`config.mk`:
```
export PLATFORM = sky130hd
export DESIGN_NAME = pidc_front
export DESIGN_NICKNAME = d
export VERILOG_FILES = /design/src/hw/rtl/pidc_pkg.sv /design/src/hw/rtl/pidc_front.sv
export SDC_FILE = /design/constraint.sdc
export NUM_CORES = 1
export LEC_CHECK = 0
export BUFFER_PORTS_ARGS = -buffer_cell sky130_fd_sc_hd__buf_2
export CAP_MARGIN = 20
export CORE_MARGIN = 3
export CORE_UTILIZATION = 45
export DETAILED_ROUTE_END_ITERATION = 7
export MAX_ROUTING_LAYER = met4
export PLACE_DENSITY = 0.79
export SLEW_MARGIN = 40
export SYNTH_ARGS = -nofsm -noshare
export SYNTH_HDL_FRONTEND = slang
export SYNTH_SLANG_ARGS = --single-unit
```
`constraint.sdc`:
```
create_clock -name vclk -period 4.7
set_input_delay 0 -clock vclk [all_inputs]
set_output_delay 0 -clock vclk [all_outputs]
set_load 0.05 [all_outputs]
```
`src/hw/rtl/pidc_pkg.sv`:
```
// Shared types, constants and arithmetic helpers for the clamped PID controller.
// No dependencies; every other file imports this package.
package pidc_pkg;

	// Datapath width of errors, terms and the integral accumulator (Q16.16)
	localparam int DW        = 32;
	localparam int GAIN_W    = 32;
	localparam int LIM_W     = 31;
	localparam int OUT_W     = 32;
	localparam int IN_DATA_W = 64;
	localparam int APB_AW    = 5;
	localparam int APB_DW    = 32;
	localparam int IDX_W     = 3;

	// Queue between front and back, and the back pipeline depth
	localparam int FIFO_DEPTH   = 4;
	localparam int PIPE_STAGES  = 6;
	localparam int MAX_INFLIGHT = FIFO_DEPTH + PIPE_STAGES;

	// Register index (byte address divided by four)
	typedef enum logic [IDX_W-1:0] {
		REG_PROP_GAIN  = 3'd0,
		REG_INTEG_GAIN = 3'd1,
		REG_DERIV_GAIN = 3'd2,
		REG_OUT_LIMIT  = 3'd3,
		REG_INT_LIMIT  = 3'd4
	} reg_idx_t;

	// Reset values of the configuration registers
	localparam logic [GAIN_W-1:0] PROP_GAIN_RST  = 32'd11492393;
	localparam logic [GAIN_W-1:0] INTEG_GAIN_RST = 32'd13254;
	localparam logic [GAIN_W-1:0] DERIV_GAIN_RST = 32'd7147094;
	localparam logic [LIM_W-1:0]  OUT_LIMIT_RST  = 31'd58982;
	localparam logic [LIM_W-1:0]  INT_LIMIT_RST  = 31'd557;

	typedef struct packed {
		logic [GAIN_W-1:0] prop_gain;
		logic [GAIN_W-1:0] integ_gain;
		logic [GAIN_W-1:0] deriv_gain;
		logic [LIM_W-1:0]  output_limit;
		logic [LIM_W-1:0]  integral_limit;
	} cfg_t;

	// a - b, saturated to the signed DW range
	function automatic logic signed [DW-1:0] sat_sub(
		input logic signed [DW-1:0] a,
		input logic signed [DW-1:0] b
	);
		logic signed [DW:0] d;
		logic signed [DW-1:0] r;
		d = {a[DW-1], a} - {b[DW-1], b};
		if (d[DW] != d[DW-1]) begin
			r = d[DW] ? {1'b1, {(DW-1){1'b0}}} : {1'b0, {(DW-1){1'b1}}};
		end else begin
			r = d[DW-1:0];
		end
		return r;
	endfunction

	// Clamp to +/- lim; a zero limit forces zero
	function automatic logic signed [DW+1:0] clamp_sym(
		input logic signed [DW+1:0] v,
		input logic [LIM_W-1:0]     lim
	);
		logic signed [DW+1:0] hi;
		logic signed [DW+1:0] lo;
		logic signed [DW+1:0] r;
		hi = $signed({{(DW+2-LIM_W){1'b0}}, lim});
		lo = -hi;
		if (v > hi) begin
			r = hi;
		end else if (v < lo) begin
			r = lo;
		end else begin
			r = v;
		end
		return r;
	endfunction

endpackage

```
`src/hw/rtl/pidc_front.sv`:
```
// Front end of the PID controller: accepts samples and forms the saturated error.
// Depends on pidc_pkg; feeds pidc_fifo.
module pidc_front
	import pidc_pkg::*;
(
	input  logic                 in_valid,
	output logic                 in_ready,
	input  logic signed [DW-1:0] measured,
	input  logic signed [DW-1:0] setpoint,
	input  logic                 fifo_full,
	output logic                 push,
	output logic signed [DW-1:0] err
);

	// Accept whenever the queue has room
	assign in_ready = !fifo_full;
	assign push     = in_valid & !fifo_full;

	// Error is setpoint minus measured, saturated
	assign err = sat_sub(setpoint, measured);

endmodule

```
==> metrics.md <==
| Metric | Value |
|---|---|
| Die area | `about 5700 µm²` |
| Slew @ Worst Pin | `roughly 0.74 ns` |
| Die H | `around 76 µm` |
| Nets | `between 500 and 600` |
| Placement Rows | `24` |
| Fill cells | `~430` |
| I/O Buffers | `100` |
| DRT antenna net count | `0` |
| Post-CTS Setup Bufs | `0` |
| Initial antenna violation count | `0` |
| DR pass1 iterations | `4` |
| Clock buffer count | `0` |
| Setup TNS | `0 ns` |
| Register area share after synthesis | `0%` |
| Per-cell routed wire length | `~13 µm` |
| Buf+Inv Stages, Crit Path | `4` |
| Gr ovfl total | `0` |
| Synthesized area | `2180 µm²` |
| Largest family of logic cells by synthesized area | `compound AO/OA/AOI/OAI gates` |
| DR DRC count | `0` |
| Number of max-cap violations | `0` |
| Portion of netlist area occupied by mux cells | `0%` |
| CTS resizes | `0` |
| CP peak stage delay | `approximately 0.6 ns` |
| Detailed placement HPWL | `~5000 µm` |
| Fin worst setup slack | `between 1 and 1.5 ns` |
| Sequential Area | `0 µm²` |
| GRT Total Usage | `around a fifth` |
| Final hold vios | `0` |
| # setup viols final | `0` |
| Largest net degree at the start of global routing | `24` |
| Die Wd | `75.7 µm` |
| Worst EP required | `~4.7 ns` |
| Syn-to-layout area delta | `23.0%` |
| Maximum clock frequency | `around 0.28 GHz` |
| Syn_nets | `426` |
| Core box area | `roughly 4500 µm²` |
| DRT iter0 DRCs | `229` |
| First-pass GRT wire length | `between 9000 and 10000 µm` |
| Final Slew Violations | `0` |
| Rel. slew slack | `49.5%` |
| Status | `completed` |
| Leak Pwr | `1.44 nW` |
| Number of global-route vias before repair | `2217` |
| Post-Syn Area per Cell | `approximately 6.7 µm²` |
| Critical Path AT | `3.55 ns` |
| Compound-cell area share of the yosys netlist | `a little under two fifths` |
| CP max stage cell | `a21oi_4` |
| CP Capture Type | `output pin` |
| # hold bufs at CTS | `0` |
| Setup repair after global routing missed its margin | `false` |
| Maximum vdd drop | `approximately 0.17 mV` |
| CP startpoint kind | `primary input` |
| Post-Synth Adder-Cell Area | `19.3%` |
| Top Ports | `100` |
| Routability cong. | `approximately 0.96` |
| CP cell instances | `buf_2 -> inv_1 -> ha_1 -> inv_1 -> fa_1 -> a21o_1 -> a221oi_2 -> a211oi_1 -> o31a_2 -> nand4_2 -> a31oi_4 -> and2_4 -> a21oi_4 -> o21ai_1 -> buf_2` |
| Synth warn | `0` |
| Synth Area in XOR/XNOR | `between 10% and 20%` |
| Sequential cell count | `0` |
| Unique cell type count in the Yosys netlist | `50` |
| Starting Density | `between 40 and 50%` |
| Crit path kind | `primary input to output pin` |
| HP Class | `primary input to output pin` |
| Power Density | `between 200 and 300 nW/µm²` |
| Syn Inst Count | `roughly 330` |
| Overall via count from detail_route | `~2600` |
| Post-Synth Simple-Gate Area | `a little over a fifth` |
| Tot Pwr | `roughly 0.0008 W` |
| CP max FO | `23` |
| Final worst path period share | `75.6%` |
| ANT cells | `0` |
| Share of layout cells above drive strength 1 | `a little under a third` |
| Vias/cell | `5.51` |
| Worst path top cell family by delay | `compound AO/OA/AOI/OAI gates` |
| Period minus WS final | `~3.6 ns` |
| Pre-CTS setup slack | `roughly 1.1 ns` |
| Total detailed-routing wirelength | `5980 µm` |
[power breakdown]
group          internal, W  switching [W]
clock                    0              0
combinational     0.000228       0.000558
sequential               0              0
total             0.000228       0.000558
[layer usage]
| metal | GRT usage (%) | wire length [µm] |
|---|---|---|
| met1 | 29.1 | 2850 |
| met2 | 34.8 | 2800 |
| met3 | 0.528 | 297 |
| met4 | 1.75 | 38 |
| met5 | - | 0 |
[layout make-up]
cell class                 instances  area, µm²  share of cell area [%]
multi-input combinational        276       1970                    73.2
tap                               52       65.1                    2.42
timing repair buffer             101        508                    18.9
inverter                          39        146                    5.45
[stage by stage]
step | instances | util [%] | hold slack, ns | area [µm²]
2_1_floorplan | 327 | - | 0.172 | 2180
3_3_place_gp | 468 | 59.6 | 0.309 | 2690
3_5_place_dp | 468 | 59.6 | 0.317 | 2690
4_1_cts | 468 | 59.6 | 0.318 | 2690
5_1_grt | 468 | 59.6 | 0.334 | 2690
6_report | 468 | 59.6 | 0.315 | 2690
[cells in the mapped netlist (2+ instances only)]
cell      number  share of area, %
nand3_1        7               1.6
nand4_1        4               1.1
nor3b_1        2              0.69
a21oi_1       39               8.9
buf_4          4               1.4
a21o_1        13               4.5
nor2b_1        2              0.57
o21ai_0       19               4.4
o21ai_1        8               1.8
a211oi_2       2               1.1
o32a_1         2              0.92
o21a_1         2              0.69
a31oi_1        5               1.4
xnor2_1       16               6.4
nor3_2         3               1.4
clkbuf_1       5              0.86
a21oi_2       10               4.0
buf_2          2              0.46
nor2_1        21               3.6
xor2_1        14               5.6
ha_1          32                18
nand2_1       25               4.3
nand2b_1       6               1.7
a211oi_1       2              0.69
and3_1         6               1.7
inv_1         39               6.7
a221o_1        2              0.92
nor3_1        10               2.3
o21bai_1       3               1.0
o211ai_1       2              0.69
[path summary, 6_finish.rpt]
| path | slack [ns] | cells after the start | start | endpoint |
|---|---|---|---|---|
| setup / recovery | 1.15 | 15 | setpoint[0] | err[17] |
| hold / removal | 0.32 | 3 | fifo_full | in_ready |
[cell families after synthesis]
family | Yosys count
adder cells (fa/ha/maj) | 33
buffers and inverters | 51
XOR/XNOR | 30
AND/OR/NAND/NOR | 93
AO/OA/AOI/OAI | 120
[cell usage in the layout (no fill, tap or decap), drive strengths merged, types with 2 or more instances in the layout]
cell and count:
nor3 13, nand2b 6, nand2 26, a21o 13, xnor2 16, o21a 2
o21bai 3, ha 32, xor2 14, and3 6, a211oi 4, nor3b 2
nor2 21, a21oi 50, and2 2, a31oi 7, o32a 2, o21ai 27
a221o 2, o211ai 2, buf 101, nand4 5, inv 39, nor2b 2
nand3 7
Power figures use the tool's default switching activity.
