File: config.mk
export PLATFORM = sky130hd
export DESIGN_NAME = pidc_regs
export DESIGN_NICKNAME = d
export VERILOG_FILES = /design/src/hw/rtl/pidc_pkg.sv /design/src/hw/rtl/pidc_regs.sv
export SDC_FILE = /design/constraint.sdc
export NUM_CORES = 1
export LEC_CHECK = 0
export BUFFER_PORTS_ARGS = -buffer_cell sky130_fd_sc_hd__buf_2
export CAP_MARGIN = 40
export CORE_MARGIN = 3
export CORE_UTILIZATION = 40
export DETAILED_ROUTE_END_ITERATION = 12
export PLACE_DENSITY = 0.72
export SLEW_MARGIN = 10
export SYNTH_ARGS = -nofsm -noshare
export SYNTH_HDL_FRONTEND = slang
export SYNTH_SLANG_ARGS = --single-unit
File: constraint.sdc
create_clock -name clk -period 2.51 [get_ports clk]
set_input_delay 0.1255 -clock clk [delete_from_list [all_inputs] [get_ports clk]]
set_output_delay 0.1255 -clock clk [all_outputs]
set_load 0.01 [all_outputs]
File: src/hw/rtl/pidc_pkg.sv
// Shared types, constants and arithmetic helpers for the clamped PID controller.
// No dependencies; every other file imports this package.
package pidc_pkg;

	// Datapath width of errors, terms and the integral accumulator (Q16.16)
	localparam int DW        = 32;
	localparam int GAIN_W    = 32;
	localparam int LIM_W     = 31;
	localparam int OUT_W     = 32;
	localparam int IN_DATA_W = 64;
	localparam int APB_AW    = 5;
	localparam int APB_DW    = 32;
	localparam int IDX_W     = 3;

	// Queue between front and back, and the back pipeline depth
	localparam int FIFO_DEPTH   = 4;
	localparam int PIPE_STAGES  = 6;
	localparam int MAX_INFLIGHT = FIFO_DEPTH + PIPE_STAGES;

	// Register index (byte address divided by four)
	typedef enum logic [IDX_W-1:0] {
		REG_PROP_GAIN  = 3'd0,
		REG_INTEG_GAIN = 3'd1,
		REG_DERIV_GAIN = 3'd2,
		REG_OUT_LIMIT  = 3'd3,
		REG_INT_LIMIT  = 3'd4
	} reg_idx_t;

	// Reset values of the configuration registers
	localparam logic [GAIN_W-1:0] PROP_GAIN_RST  = 32'd11492393;
	localparam logic [GAIN_W-1:0] INTEG_GAIN_RST = 32'd13254;
	localparam logic [GAIN_W-1:0] DERIV_GAIN_RST = 32'd7147094;
	localparam logic [LIM_W-1:0]  OUT_LIMIT_RST  = 31'd58982;
	localparam logic [LIM_W-1:0]  INT_LIMIT_RST  = 31'd557;

	typedef struct packed {
		logic [GAIN_W-1:0] prop_gain;
		logic [GAIN_W-1:0] integ_gain;
		logic [GAIN_W-1:0] deriv_gain;
		logic [LIM_W-1:0]  output_limit;
		logic [LIM_W-1:0]  integral_limit;
	} cfg_t;

	// a - b, saturated to the signed DW range
	function automatic logic signed [DW-1:0] sat_sub(
		input logic signed [DW-1:0] a,
		input logic signed [DW-1:0] b
	);
		logic signed [DW:0] d;
		logic signed [DW-1:0] r;
		d = {a[DW-1], a} - {b[DW-1], b};
		if (d[DW] != d[DW-1]) begin
			r = d[DW] ? {1'b1, {(DW-1){1'b0}}} : {1'b0, {(DW-1){1'b1}}};
		end else begin
			r = d[DW-1:0];
		end
		return r;
	endfunction

	// Clamp to +/- lim; a zero limit forces zero
	function automatic logic signed [DW+1:0] clamp_sym(
		input logic signed [DW+1:0] v,
		input logic [LIM_W-1:0]     lim
	);
		logic signed [DW+1:0] hi;
		logic signed [DW+1:0] lo;
		logic signed [DW+1:0] r;
		hi = $signed({{(DW+2-LIM_W){1'b0}}, lim});
		lo = -hi;
		if (v > hi) begin
			r = hi;
		end else if (v < lo) begin
			r = lo;
		end else begin
			r = v;
		end
		return r;
	endfunction

endpackage

File: src/hw/rtl/pidc_regs.sv
// APB configuration registers of the PID controller: gains and limits.
// Depends on pidc_pkg.
module pidc_regs
	import pidc_pkg::*;
(
	input  logic              clk,
	input  logic              arst_n,
	input  logic              psel,
	input  logic              penable,
	input  logic              pwrite,
	input  logic [APB_AW-1:0] paddr,
	input  logic [APB_DW-1:0] pwdata,
	output logic [APB_DW-1:0] prdata,
	output logic              pready,
	output cfg_t              cfg
);

	cfg_t cfg_q;
	logic wr_en;
	logic [IDX_W-1:0] idx;

	assign pready = 1'b1;
	assign wr_en  = psel & penable & pwrite;
	assign idx    = paddr[APB_AW-1:2];
	assign cfg    = cfg_q;

	// Write the addressed register at the access phase
	always_ff @(posedge clk or negedge arst_n) begin
		if (!arst_n) begin
			cfg_q.prop_gain      <= PROP_GAIN_RST;
			cfg_q.integ_gain     <= INTEG_GAIN_RST;
			cfg_q.deriv_gain     <= DERIV_GAIN_RST;
			cfg_q.output_limit   <= OUT_LIMIT_RST;
			cfg_q.integral_limit <= INT_LIMIT_RST;
		end else if (wr_en) begin
			case (idx)
				REG_PROP_GAIN:  cfg_q.prop_gain      <= pwdata[GAIN_W-1:0];
				REG_INTEG_GAIN: cfg_q.integ_gain     <= pwdata[GAIN_W-1:0];
				REG_DERIV_GAIN: cfg_q.deriv_gain     <= pwdata[GAIN_W-1:0];
				REG_OUT_LIMIT:  cfg_q.output_limit   <= pwdata[LIM_W-1:0];
				REG_INT_LIMIT:  cfg_q.integral_limit <= pwdata[LIM_W-1:0];
				default: ;
			endcase
		end
	end

	// Read back the addressed register, zero beyond the map
	always_comb begin
		case (idx)
			REG_PROP_GAIN:  prdata = cfg_q.prop_gain;
			REG_INTEG_GAIN: prdata = cfg_q.integ_gain;
			REG_DERIV_GAIN: prdata = cfg_q.deriv_gain;
			REG_OUT_LIMIT:  prdata = {1'b0, cfg_q.output_limit};
			REG_INT_LIMIT:  prdata = {1'b0, cfg_q.integral_limit};
			default:        prdata = '0;
		endcase
	end

endmodule

==> run summary <==
Slew @ Worst Pin = 0.600 ns
Via density = 5.57
CTS root buf = clkbuf_16
YS warnings = 0
Mapped Area = 0.00726 mm²
Tcrit/Tclk final = 74.3%
GR peak layer = met2
CP dominant cell by count = buf_2
Crit Reg-Reg Endpoint = cfg[6]
Clk buf depth = 2
Max reg flops = 158
CP max FO = 16
Largest net degree at the start of global routing = 108
Crit-path slowest cell = nor2b_4
Number of nets with antenna violations after routing = 0
H-tree Lvls = 4
Crit path cell chain = buf_2 -> nor2b_4 -> buf_4 -> a22oi_1 -> o21ai_0 -> buf_2
Setup crit start = paddr[2]
Drt initial violations = 278
CTS tree = done
Diode count = 0
Vias in the first global route = 6,046
Crit path buffers/inverters = 3
Cell variety after synth = 27
Die Height = 141 µm
First-pass GRT wire length = 34.6 mm
Hold_ws = 0.0188 ns
# setup viols final = 0
Full die area = 0.0198 mm²
CP startpoint kind = input pin
Sequential fraction of the synthesis area = 55.3%
TNS Setup = 0 ns
Initial antenna violation count = 0
Share of cells above drive strength 1 = 67.2%
# clock sinks = 158
Power Density = 863 mW/mm²
Number of CTS-inserted buffers = 17
Worst Hold Class = input pin to flop
WL per Instance = 22.2 µm
Starting Density = 41.4%
Hpwl dp = 14.7 mm
Die Wd = 141 µm
VDD IR max = 0.000514 V
Post-CTS sizing = 0
Routability Congestion = 0.806
I/O Pins = 233
Max stage delay on crit path = 0.41 ns
DP Area = 0.00877 mm²
Worst EP required = 2.38 ns
Post-Syn Nets = 541
Minimum clock period = 1.86 ns
Number of synthesized register bits = 158
Reg2reg path depth = 1
Met2 Track Usage GR = 37.3%
Critical Path Stages = 6
GRT Util Overall = 22.4%
Pleak = 4.73 nW
Met3 Resource Use GR = 7.02%
# DRC = 0
Core Region = 0.0175 mm²
Pre-antenna DRT Iters = 5
Layout overhead on the synthesized area = 33.6%
Fmax = 0.537 GHz
Post-route cell area = 0.00970 mm²
Setup Skew = 0 ns
Post-Syn Area per Cell = 14.6 µm²
Worst flop-to-flop path startpoint = cfg[6]
Rows = 48
Grt total ovfl = 0
Detailed-route via count = 5,543
IO Port Bufs = 229
Status = completed
Arrival time at the worst endpoint = 1.74 ns
Total Wirelength = 22.1 mm
Slew Limit Fails = 0
Clk_lat worst skew = 0.41 ns
Cell family with most CP delay = buffers and inverters
Slew margin rel. = 60.0%
Postcts setup bufs = 0
Reg-to-reg setup timing slack = 1.71 ns
Final nets = 800
Fillers = 1,448
Final Hold Fails = 0
RSZ-0062 raised after global routing = no
CTS clock-pin slew for the worst setup and hold paths = 0.06 ns
Critical path class = input pin to output pin
Syn Inst Count = 499
Max-cap violations = 0
CP endpoint = prdata[27]
Crit. End Element = output pin
M1 GR Usage = 27.8%
==> per-stage QoR <==
stage / power (mW) / worst slack [ns] / cells / util, %
4_1_cts: 8.45 / 0.625 / 996 / 55.3
2_1_floorplan: 4.57 / 1.08 / 499 / -
3_3_place_gp: 5.47 / 0.606 / 934 / 49.8
6_report: 8.37 / 0.646 / 996 / 55.3
3_5_place_dp: 5.57 / 0.587 / 935 / 50.0
5_1_grt: 8.77 / 0.519 / 996 / 55.3
==> how the worst min path moves through the flow <==
| stage | depth (start not counted) | startpoint | end | slack, ns |
|---|---|---|---|---|
| final | 2 | pwdata[30] | cfg[124] | 0.02 |
| after global routing | 2 | pwdata[29] | cfg[155] | 0.001 |
| after CTS | 2 | pwdata[28] | cfg[28] | 0.0008 |
| after detailed placement | 1 | arst_n | cfg[50] | -0.06 |
| after global placement | 1 | arst_n | cfg[19] | -0.07 |
| after floorplan | 0 | arst_n | cfg[104] | -0.17 |
==> synth_stat cells (all sizes together) <==
cell       n  area (µm²)
a22oi     30         225
a2bb2oi    1        8.76
a32oi     31         272
buf       25         151
clkbuf    15        56.3
conb       1        3.75
dfrtp    111        2780
dfstp     47        1230
inv        1        3.75
mux2     189        2240
mux2i      1        10.0
nand2      2        7.51
nand3      1        5.00
nand3b     1        7.51
nand4b     1        23.8
nor2       3        11.3
nor2b      3        18.8
nor3       1        10.0
nor3b      2        25.0
o21a       1        7.51
o21ai     31         155
or3        1        6.26
==> repair_timing <==
item,in CTS,in global routing
hold buffers,29,0
hold endpoints to repair,223,0
setup endpoints to repair,0,0
==> cell families (layout without fill, tap and decap cells) <==
family,Yosys count,count (layout),synth area share [%]
muxes,190,190,31.0
DFF,158,158,55.3
AOI/OAI and AO/OA,94,94,9.20
buffers and inverters,41,313,2.91
and+or+nand+nor,15,15,1.59
other,1,1,0.0516
==> power by group <==
group          switching, mW  internal [mW]
Combinational          0.957           1.02
Clock                  0.973           1.84
Sequential             0.417           3.16
Total                   2.35           6.03
==> placed cells by master, fill, tap and decap left out, types with 6 or more instances in the layout <==
master,count
mux2_4,30
buf_2,228
dfrtp_1,111
mux2_1,6
buf_4,18
clkbuf_16,17
dlygate4sd3_1,29
mux2_2,153
o21ai_0,31
a32oi_1,31
dfstp_2,47
a22oi_1,30
==> cell type report <==
cell class                 instances  area [µm²]  area share, %
sequential                       158        4010           41.3
clock inverter                     7         160           1.65
timing repair buffer             280        1670           17.2
tap                              225         282           2.90
clock buffer                      25         485           5.00
multi-input combinational        300        3100           31.9
inverter                           1        3.75         0.0387
==> layer usage <==
layer	vias up	routed length, µm
li1	2400	-
met1	2869	9170
met2	227	10800
met3	47	1600
met4	0	528
met5	-	0
Note: power is estimated with default switching activity, not from simulation.
