$ cat src/hw/rtl/pidc_pkg.sv
// Shared types, constants and arithmetic helpers for the clamped PID controller.
// No dependencies; every other file imports this package.
package pidc_pkg;

	// Datapath width of errors, terms and the integral accumulator (Q16.16)
	localparam int DW        = 32;
	localparam int GAIN_W    = 32;
	localparam int LIM_W     = 31;
	localparam int OUT_W     = 32;
	localparam int IN_DATA_W = 64;
	localparam int APB_AW    = 5;
	localparam int APB_DW    = 32;
	localparam int IDX_W     = 3;

	// Queue between front and back, and the back pipeline depth
	localparam int FIFO_DEPTH   = 4;
	localparam int PIPE_STAGES  = 6;
	localparam int MAX_INFLIGHT = FIFO_DEPTH + PIPE_STAGES;

	// Register index (byte address divided by four)
	typedef enum logic [IDX_W-1:0] {
		REG_PROP_GAIN  = 3'd0,
		REG_INTEG_GAIN = 3'd1,
		REG_DERIV_GAIN = 3'd2,
		REG_OUT_LIMIT  = 3'd3,
		REG_INT_LIMIT  = 3'd4
	} reg_idx_t;

	// Reset values of the configuration registers
	localparam logic [GAIN_W-1:0] PROP_GAIN_RST  = 32'd11492393;
	localparam logic [GAIN_W-1:0] INTEG_GAIN_RST = 32'd13254;
	localparam logic [GAIN_W-1:0] DERIV_GAIN_RST = 32'd7147094;
	localparam logic [LIM_W-1:0]  OUT_LIMIT_RST  = 31'd58982;
	localparam logic [LIM_W-1:0]  INT_LIMIT_RST  = 31'd557;

	typedef struct packed {
		logic [GAIN_W-1:0] prop_gain;
		logic [GAIN_W-1:0] integ_gain;
		logic [GAIN_W-1:0] deriv_gain;
		logic [LIM_W-1:0]  output_limit;
		logic [LIM_W-1:0]  integral_limit;
	} cfg_t;

	// a - b, saturated to the signed DW range
	function automatic logic signed [DW-1:0] sat_sub(
		input logic signed [DW-1:0] a,
		input logic signed [DW-1:0] b
	);
		logic signed [DW:0] d;
		logic signed [DW-1:0] r;
		d = {a[DW-1], a} - {b[DW-1], b};
		if (d[DW] != d[DW-1]) begin
			r = d[DW] ? {1'b1, {(DW-1){1'b0}}} : {1'b0, {(DW-1){1'b1}}};
		end else begin
			r = d[DW-1:0];
		end
		return r;
	endfunction

	// Clamp to +/- lim; a zero limit forces zero
	function automatic logic signed [DW+1:0] clamp_sym(
		input logic signed [DW+1:0] v,
		input logic [LIM_W-1:0]     lim
	);
		logic signed [DW+1:0] hi;
		logic signed [DW+1:0] lo;
		logic signed [DW+1:0] r;
		hi = $signed({{(DW+2-LIM_W){1'b0}}, lim});
		lo = -hi;
		if (v > hi) begin
			r = hi;
		end else if (v < lo) begin
			r = lo;
		end else begin
			r = v;
		end
		return r;
	endfunction

endpackage

$ cat src/hw/rtl/pidc_fifo.sv
// Small register queue that decouples the PID front end from the back pipeline.
// Depends on pidc_pkg.
module pidc_fifo
	import pidc_pkg::*;
#(
	parameter int WIDTH = 32,
	parameter int DEPTH = 4
) (
	input  logic             clk,
	input  logic             arst_n,
	input  logic             push,
	input  logic [WIDTH-1:0] wdata,
	output logic             full,
	input  logic             pop,
	output logic             valid,
	output logic [WIDTH-1:0] rdata
);

	localparam int PTR_W = (DEPTH > 1) ? $clog2(DEPTH) : 1;
	localparam int CNT_W = $clog2(DEPTH + 1);
	localparam logic [PTR_W-1:0] LAST = PTR_W'(DEPTH - 1);
	localparam logic [CNT_W-1:0] FULL_CNT = CNT_W'(DEPTH);

	logic [WIDTH-1:0] mem_q [DEPTH];
	logic [PTR_W-1:0] wr_ptr_q;
	logic [PTR_W-1:0] rd_ptr_q;
	logic [CNT_W-1:0] count_q;

	assign full  = (count_q == FULL_CNT);
	assign valid = (count_q != '0);
	assign rdata = mem_q[rd_ptr_q];

	// Store pushed entries
	always_ff @(posedge clk) begin
		if (push) begin
			mem_q[wr_ptr_q] <= wdata;
		end
	end

	// Advance pointers and occupancy
	always_ff @(posedge clk or negedge arst_n) begin
		if (!arst_n) begin
			wr_ptr_q <= '0;
			rd_ptr_q <= '0;
			count_q  <= '0;
		end else begin
			if (push) begin
				wr_ptr_q <= (wr_ptr_q == LAST) ? '0 : wr_ptr_q + 1'b1;
			end
			if (pop) begin
				rd_ptr_q <= (rd_ptr_q == LAST) ? '0 : rd_ptr_q + 1'b1;
			end
			if (push && !pop) begin
				count_q <= count_q + 1'b1;
			end else if (pop && !push) begin
				count_q <= count_q - 1'b1;
			end
		end
	end

endmodule

$ cat config.mk
export PLATFORM = sky130hd
export DESIGN_NAME = pidc_fifo
export DESIGN_NICKNAME = d
export VERILOG_FILES = /design/src/hw/rtl/pidc_pkg.sv /design/src/hw/rtl/pidc_fifo.sv
export SDC_FILE = /design/constraint.sdc
export NUM_CORES = 1
export LEC_CHECK = 0
export BUFFER_PORTS_ARGS = -buffer_cell sky130_fd_sc_hd__buf_2
export CAP_MARGIN = 20
export CORE_MARGIN = 1
export CORE_UTILIZATION = 30
export CTS_CLUSTER_DIAMETER = 200
export DETAILED_ROUTE_END_ITERATION = 16
export PLACE_DENSITY = 0.58
export RECOVER_POWER = 100
export SETUP_SLACK_MARGIN = 0.02
export SLEW_MARGIN = 5
export SYNTH_ARGS = -nofsm -noshare
export SYNTH_HDL_FRONTEND = slang
export SYNTH_SLANG_ARGS = --single-unit
$ cat constraint.sdc
create_clock -name clk -period 2.2 [get_ports clk]
set_input_delay 0.44 -clock clk [delete_from_list [all_inputs] [get_ports clk]]
set_output_delay 0.44 -clock clk [all_outputs]
set_load 0.01 [all_outputs]
==> results.cfg, run 1 <==
[outcome]
status = complete, no violations

[clocking]
clock_latency_ns = 0.41
cts_root_buf = clkbuf_16
numCtsBuffers = 17
clock-sinks = 135
cts_tree = yes
path_clk_slew_ns = 0.06
cts.path.max_buffers = 2
htreeDepth = 4

[global_route]
grt_pass1_wl_um = 14400
grt_pass1_vias = 2580
grt_max_degree = 35
grtUsageTotal_pct = 11.6
antenna_found_initial = 1
overflow = 0

[timing]
worstMarginPinSlew_ns = 1.05
fin_crit_sh_pct = 99.6
rsz0062_at_grt = yes
post-route-min-period_ns = 2.19
finalHoldViolations = 0
finalSetupViolCount = 0
fin_ws_ns = 0.00933
max_freq_mhz = 456
drv_slew = 0
hold-worst-slack_ns = 0.290
finalClockSkew_ns = 0.00638
slew_headroom_pct = 29.7

[floorplanning]
die_w_um = 132
core_um2 = 16600
boundaryPins = 70
dieArea_um2 = 17500
die_h_um = 132
initial_core_util_pct = 30.6
num_rows = 47

[synthesis]
yosysTopAreaCell = edfxtp_1
synthCells = 205
synth_xor_xnor_area_share_pct = 0.517
synth_adder_area_share_pct = 1.87
yosys_warnings = 0
synth_top_family_by_area = multiplexers
synth_fp_nets = 248
ys_seq_area_share_pct = 79.1
synth_area_leaders = edfxtp_1 76%, mux4_2 12%, dfrtp_1 3.4%
synth_seq_cells = 135
netlist.area_leader.share_pct = 75.6
synth-simple-area-share_pct = 1.13
synth-compound-area-share_pct = 0.197
post_synth_num_cell_types = 20
synth_mux_area_share_pct = 15.1
syn_avg_cell_area_um2 = 24.8
syn_area_um2 = 5080

[pwr]
pwr-share-comb_pct = 32.5
ir_drop_v = 0.000571
swShare_pct = 26.6
seqPwrFrac_pct = 38.5
power-per-cell-area_nw_per_um2 = 1380
p_leak_nw = 2.20
p_switching_mw = 2.39
p_int_mw = 6.60
power.total_mw = 8.99
clockPowerShare_pct = 29.0

[placement]
dpl.hpwl_um = 5380
portBuffers = 69
dp_slack_ns = 0.313
gp_congestion = 0.644

[critical_path]
critical_path_arrival_ns = 1.75
cp-start-kind = register
criticalPathCategory = register to primary output
cp_max_fo = 6
crit_path_end_kind = primary output
cp.required_ns = 1.76

[layout]
final_cell_mix = 128 x edfxtp_1, 37 x clkbuf_1, 31 x mux4_2
n_fill_cell = 1514
drive_gt1_share_pct = 37.1
mostFrequentLayoutCell = edfxtp_1
final_util_pct = 39.2
synthToLayoutAreaGrowth_pct = 27.9
fin_nets = 345
regArea_um2 = 4020
multi_input_area_um2 = 952

[route]
viasPerCell = 4.36
vias = 2329
wl_per_cell_um = 17.4
first_pass_iters = 4
drc = 0
ant_nets = 0
drt_wl_total_um = 9310
drt_iter0_drc = 99

[min_path]
hold_path.class = input port to register

[run]
cap_viol_max_count = 0
-- cell type report --
type | instances | area share [%]
diodes | 1 | 0.0385
multi-input cells | 58 | 14.6
repair buffers | 86 | 10.6
inverters | 4 | 0.231
clock buffers | 20 | 6.72
clock inverters | 10 | 1.65
well taps | 220 | 4.23
flip-flops and latches | 135 | 61.8
-- worst max-delay path: stages (launching register included) --
cell and delay (ns):
dfrtp_2 0.39, buf_6 0.13, buf_12 0.13, mux4_2 0.54
buf_6 0.15
-- power by group through the flow --
| stage | clock (mW) | sequential (mW) | combinational, mW |
|---|---|---|---|
| 2_1_floorplan | 0 | 3.46 | 1.57 |
| 3_3_place_gp | 0 | 3.51 | 2.32 |
| 3_5_place_dp | 0 | 3.53 | 2.34 |
| 4_1_cts | 2.69 | 3.46 | 2.71 |
| 5_1_grt | 2.79 | 3.50 | 3.16 |
| 6_report | 2.61 | 3.46 | 2.92 |
-- worst paths after layout --
path | depth (start not counted) | from | to | slack, ns
max reg2reg | 4 | wr_ptr_q[1] | mem_q[1][26] | 0.28
min reg2reg | 1 | count_q[2] | count_q[2] | 0.49
max in group asynchronous | 2 | arst_n | rd_ptr_q[0] | 1.36
max | 4 | rd_ptr_q[0] | rdata[10] | 0.009
min | 1 | wdata[17] | mem_q[0][17] | 0.29
min in group asynchronous | 2 | arst_n | count_q[1] | 0.49
-- flip-flops by register name (all words and copies together), names as in the netlist --
register,count
wr_ptr_q,2
mem_q,128
rd_ptr_q,2
count_q,3
-- routing by layer --
| layer | up-vias | global-route usage (%) | part of all wire [%] |
|---|---|---|---|
| li1 | 1055 | - | - |
| met1 | 1209 | 13.2 | 42 |
| met2 | 55 | 18.8 | 52 |
| met3 | 10 | 5.15 | 5.0 |
| met4 | 0 | 5.04 | 1.1 |
| met5 | - | 0 | 0 |
-- metrics by stage --
| step | TNS [ns] | area, um^2 | cells |
|---|---|---|---|
| global placement | 0 | 5760 | 494 |
| global route | -0.670 | 6500 | 533 |
| CTS | -0.198 | 6450 | 528 |
| detailed placement | 0 | 5760 | 494 |
| floorplan | 0 | 5080 | 205 |
| finish | 0 | 6500 | 534 |
-- what timing repair did --
item,CTS,global route
hold buffers,1,0
cloned,0,2
setup buffers,3,3
gates resized for setup,19,16
endpoints found under the hold margin,7,0
endpoints found under the setup margin,28,31
-- cells in the mapped netlist --
master,instances
or3_1,1
mux4_2,28
nand2_1,2
buf_12,3
edfxtp_1,128
nor2_1,3
mux4_1,4
dfrtp_1,7
and2_1,4
mux2_2,3
ha_1,6
clkbuf_1,1
buf_6,1
buf_2,3
inv_1,4
xor2_1,2
fa_1,1
xnor2_1,1
nor3b_1,1
o21ai_0,2
-- logic make-up after synthesis --
kind of cell             count (synthesis)
adder cells (fa/ha/maj)                  7
buffers and inverters                   12
AND/OR/NAND/NOR                         11
flip-flops                             135
XOR/XNOR                                 3
AO/OA/AOI/OAI                            2
multiplexers                            35
Power figures use the tool's default switching activity.
==> inputs of run 2 (changes only) <==
--- a/config.mk
+++ b/config.mk
@@ -13,6 +13,7 @@
 export DETAILED_ROUTE_END_ITERATION = 16
 export PLACE_DENSITY = 0.58
 export RECOVER_POWER = 100
+export REMOVE_ABC_BUFFERS = 1
 export SETUP_SLACK_MARGIN = 0.02
 export SLEW_MARGIN = 5
 export SYNTH_ARGS = -nofsm -noshare
==> run 2 against run 1 <==
Compared with the run above: power shrank 3.9%; global-route usage grew 0.15 points; non-clock buffer count shrank 7; combinational power shrank 13%; first-iteration DRC count grew 29%; die area is the same; sequential power is essentially flat; final cell count shrank 1.3%; critical endpoint is now rdata[24]; highest routed layer unchanged.
==> results.cfg, run 2 (synthesis gave the netlist of run 1 again) <==
[layout]
drive_gt1_share_pct = 35.8
mostFrequentLayoutCell = edfxtp_1
fin_cells = 527
multi_input_area_um2 = 952
synthToLayoutAreaGrowth_pct = 25.2
regArea_um2 = 4020
n_fill_cell = 1550
reg_top3 = mem_q (128), count_q (3)
largest_register_ffs = 128
fin_nets = 338
final_cell_mix = 128 x edfxtp_1, 36 x clkbuf_1, 31 x mux4_2
top_register = mem_q
antenna_cells = 0

[placement]
gp_congestion = 0.645
dpl.hpwl_um = 5530
numPlacedInstances = 494
dp_slack_ns = 0.388
portBuffers = 69

[floorplanning]
die_h_um = 132
die_w_um = 132
boundaryPins = 70
initial_core_util_pct = 30.6
num_rows = 47
dieArea_um2 = 17500
core_um2 = 16600

[clocking]
cts.path.max_buffers = 2
path_clk_slew_ns = 0.06
numCtsBuffers = 17
htreeDepth = 4
cts_tree = yes
clock-sinks = 135
clock_latency_ns = 0.41
cts_root_buf = clkbuf_16

[route]
vias = 2288
wl_per_cell_um = 17.7
first_pass_iters = 4
viasPerCell = 4.34
ant_nets = 0
drc = 0
drt_iter0_drc = 128
drt_wl_total_um = 9330

[critical_path]
critPathCapture = rdata[24]
r2r_slack_ns = 0.58
cp.required_ns = 1.76
criticalPathCategory = register to primary output
critPathMaxStageDelay_ns = 0.54
r2r_cells = 4
reg2reg_to = mem_q[2][24]
crit_path_end_kind = primary output
slowest_stage = mux4_1
cp-start-kind = register
cp_max_fo = 10
critPathLaunch = rd_ptr_q[0]
r2r_start = wr_ptr_q[0]
worstPathCellList = buf_6 > mux4_1 > buf_2
critical_path_arrival_ns = 1.73

[run]
cap_viol_max_count = 0

[timing]
post-route-min-period_ns = 2.17
fin_crit_sh_pct = 98.7
fin_ws_ns = 0.0283
slew_headroom_pct = 69.4
finalHoldViolations = 0
finalSetupViolCount = 0
finalClockSkew_ns = 0.0116
worstMarginPinSlew_ns = 0.460
hold-worst-slack_ns = 0.287
max_freq_mhz = 460
drv_slew = 0
setup_tns_ns = 0
rsz0062_at_grt = yes

[pwr]
ir_drop_v = 0.000610
pwr-share-comb_pct = 29.4
p_int_mw = 6.29
seqPwrFrac_pct = 40.3
p_leak_nw = 2.13
power.total_mw = 8.64
power-per-cell-area_nw_per_um2 = 1360
p_switching_mw = 2.35
clockPowerShare_pct = 30.3
swShare_pct = 27.3

[global_route]
grt_pass1_vias = 2494
antenna_found_initial = 1
overflow = 0
grtUsageTotal_pct = 11.7
grt_pass1_wl_um = 14600
grt_max_degree = 26

[outcome]
status = complete, no violations

[min_path]
holdPathStages = 1
hold_path.class = input port to register
[run 2: area by class of cell]
class                      count  area share, %
clock buffer                  19           6.81
clock inverter                12           1.75
inverter                       4          0.236
multi-input combinational     58           15.0
sequential                   135           63.2
tap                          220           4.33
timing repair buffer          79           8.69
[run 2: metrics by stage]
stage                     area, um^2  utilization (%)
after global placement          5740             34.6
final                           6360             38.4
after detailed placement        5740             34.6
after global routing            6360             38.4
after CTS                       6400             38.6
after floorplan                 4990                -
[run 2: worst min-delay path by stage]
stage	from	end
after floorplan	arst_n	count_q[0]
after global placement	arst_n	count_q[2]
after detailed placement	arst_n	count_q[2]
after CTS	wdata[13]	mem_q[1][13]
after global routing	wdata[13]	mem_q[3][13]
final	wdata[13]	mem_q[1][13]
[run 2: critical path, delay by kind of cell, from the launching register on]
family | cells | cell delay [ns]
muxes | 1 | 0.54
DFF | 1 | 0.43
buffers and inverters | 2 | 0.35
[run 2: repair_timing]
item | in CTS | in global routing
gates cloned | 1 | 0
hold endpoints to repair | 7 | 0
endpoints found under the setup margin | 31 | 32
pin swaps | 0 | 0
setup buffers | 1 | 0
hold buffers | 1 | 0
gates resized for setup | 14 | 6
[run 2: routing by layer]
layer | routed length, um | track usage, % | up-vias | share of wire (%)
met5 | 0 | 0 | - | 0
met4 | 150 | 5.10 | 0 | 1.6
met3 | 488 | 4.61 | 10 | 5.2
met2 | 4680 | 19.0 | 62 | 50
met1 | 4010 | 13.8 | 1178 | 43
li1 | - | - | 1038 | -
[run 2: power by group through the flow]
stage	Clock (mW)	Combinational [mW]	Sequential, mW
2_1_floorplan	0	1.20	3.66
3_3_place_gp	0	2.31	3.51
3_5_place_dp	0	2.32	3.53
4_1_cts	2.69	2.62	3.49
5_1_grt	2.81	2.76	3.52
6_report	2.62	2.54	3.48
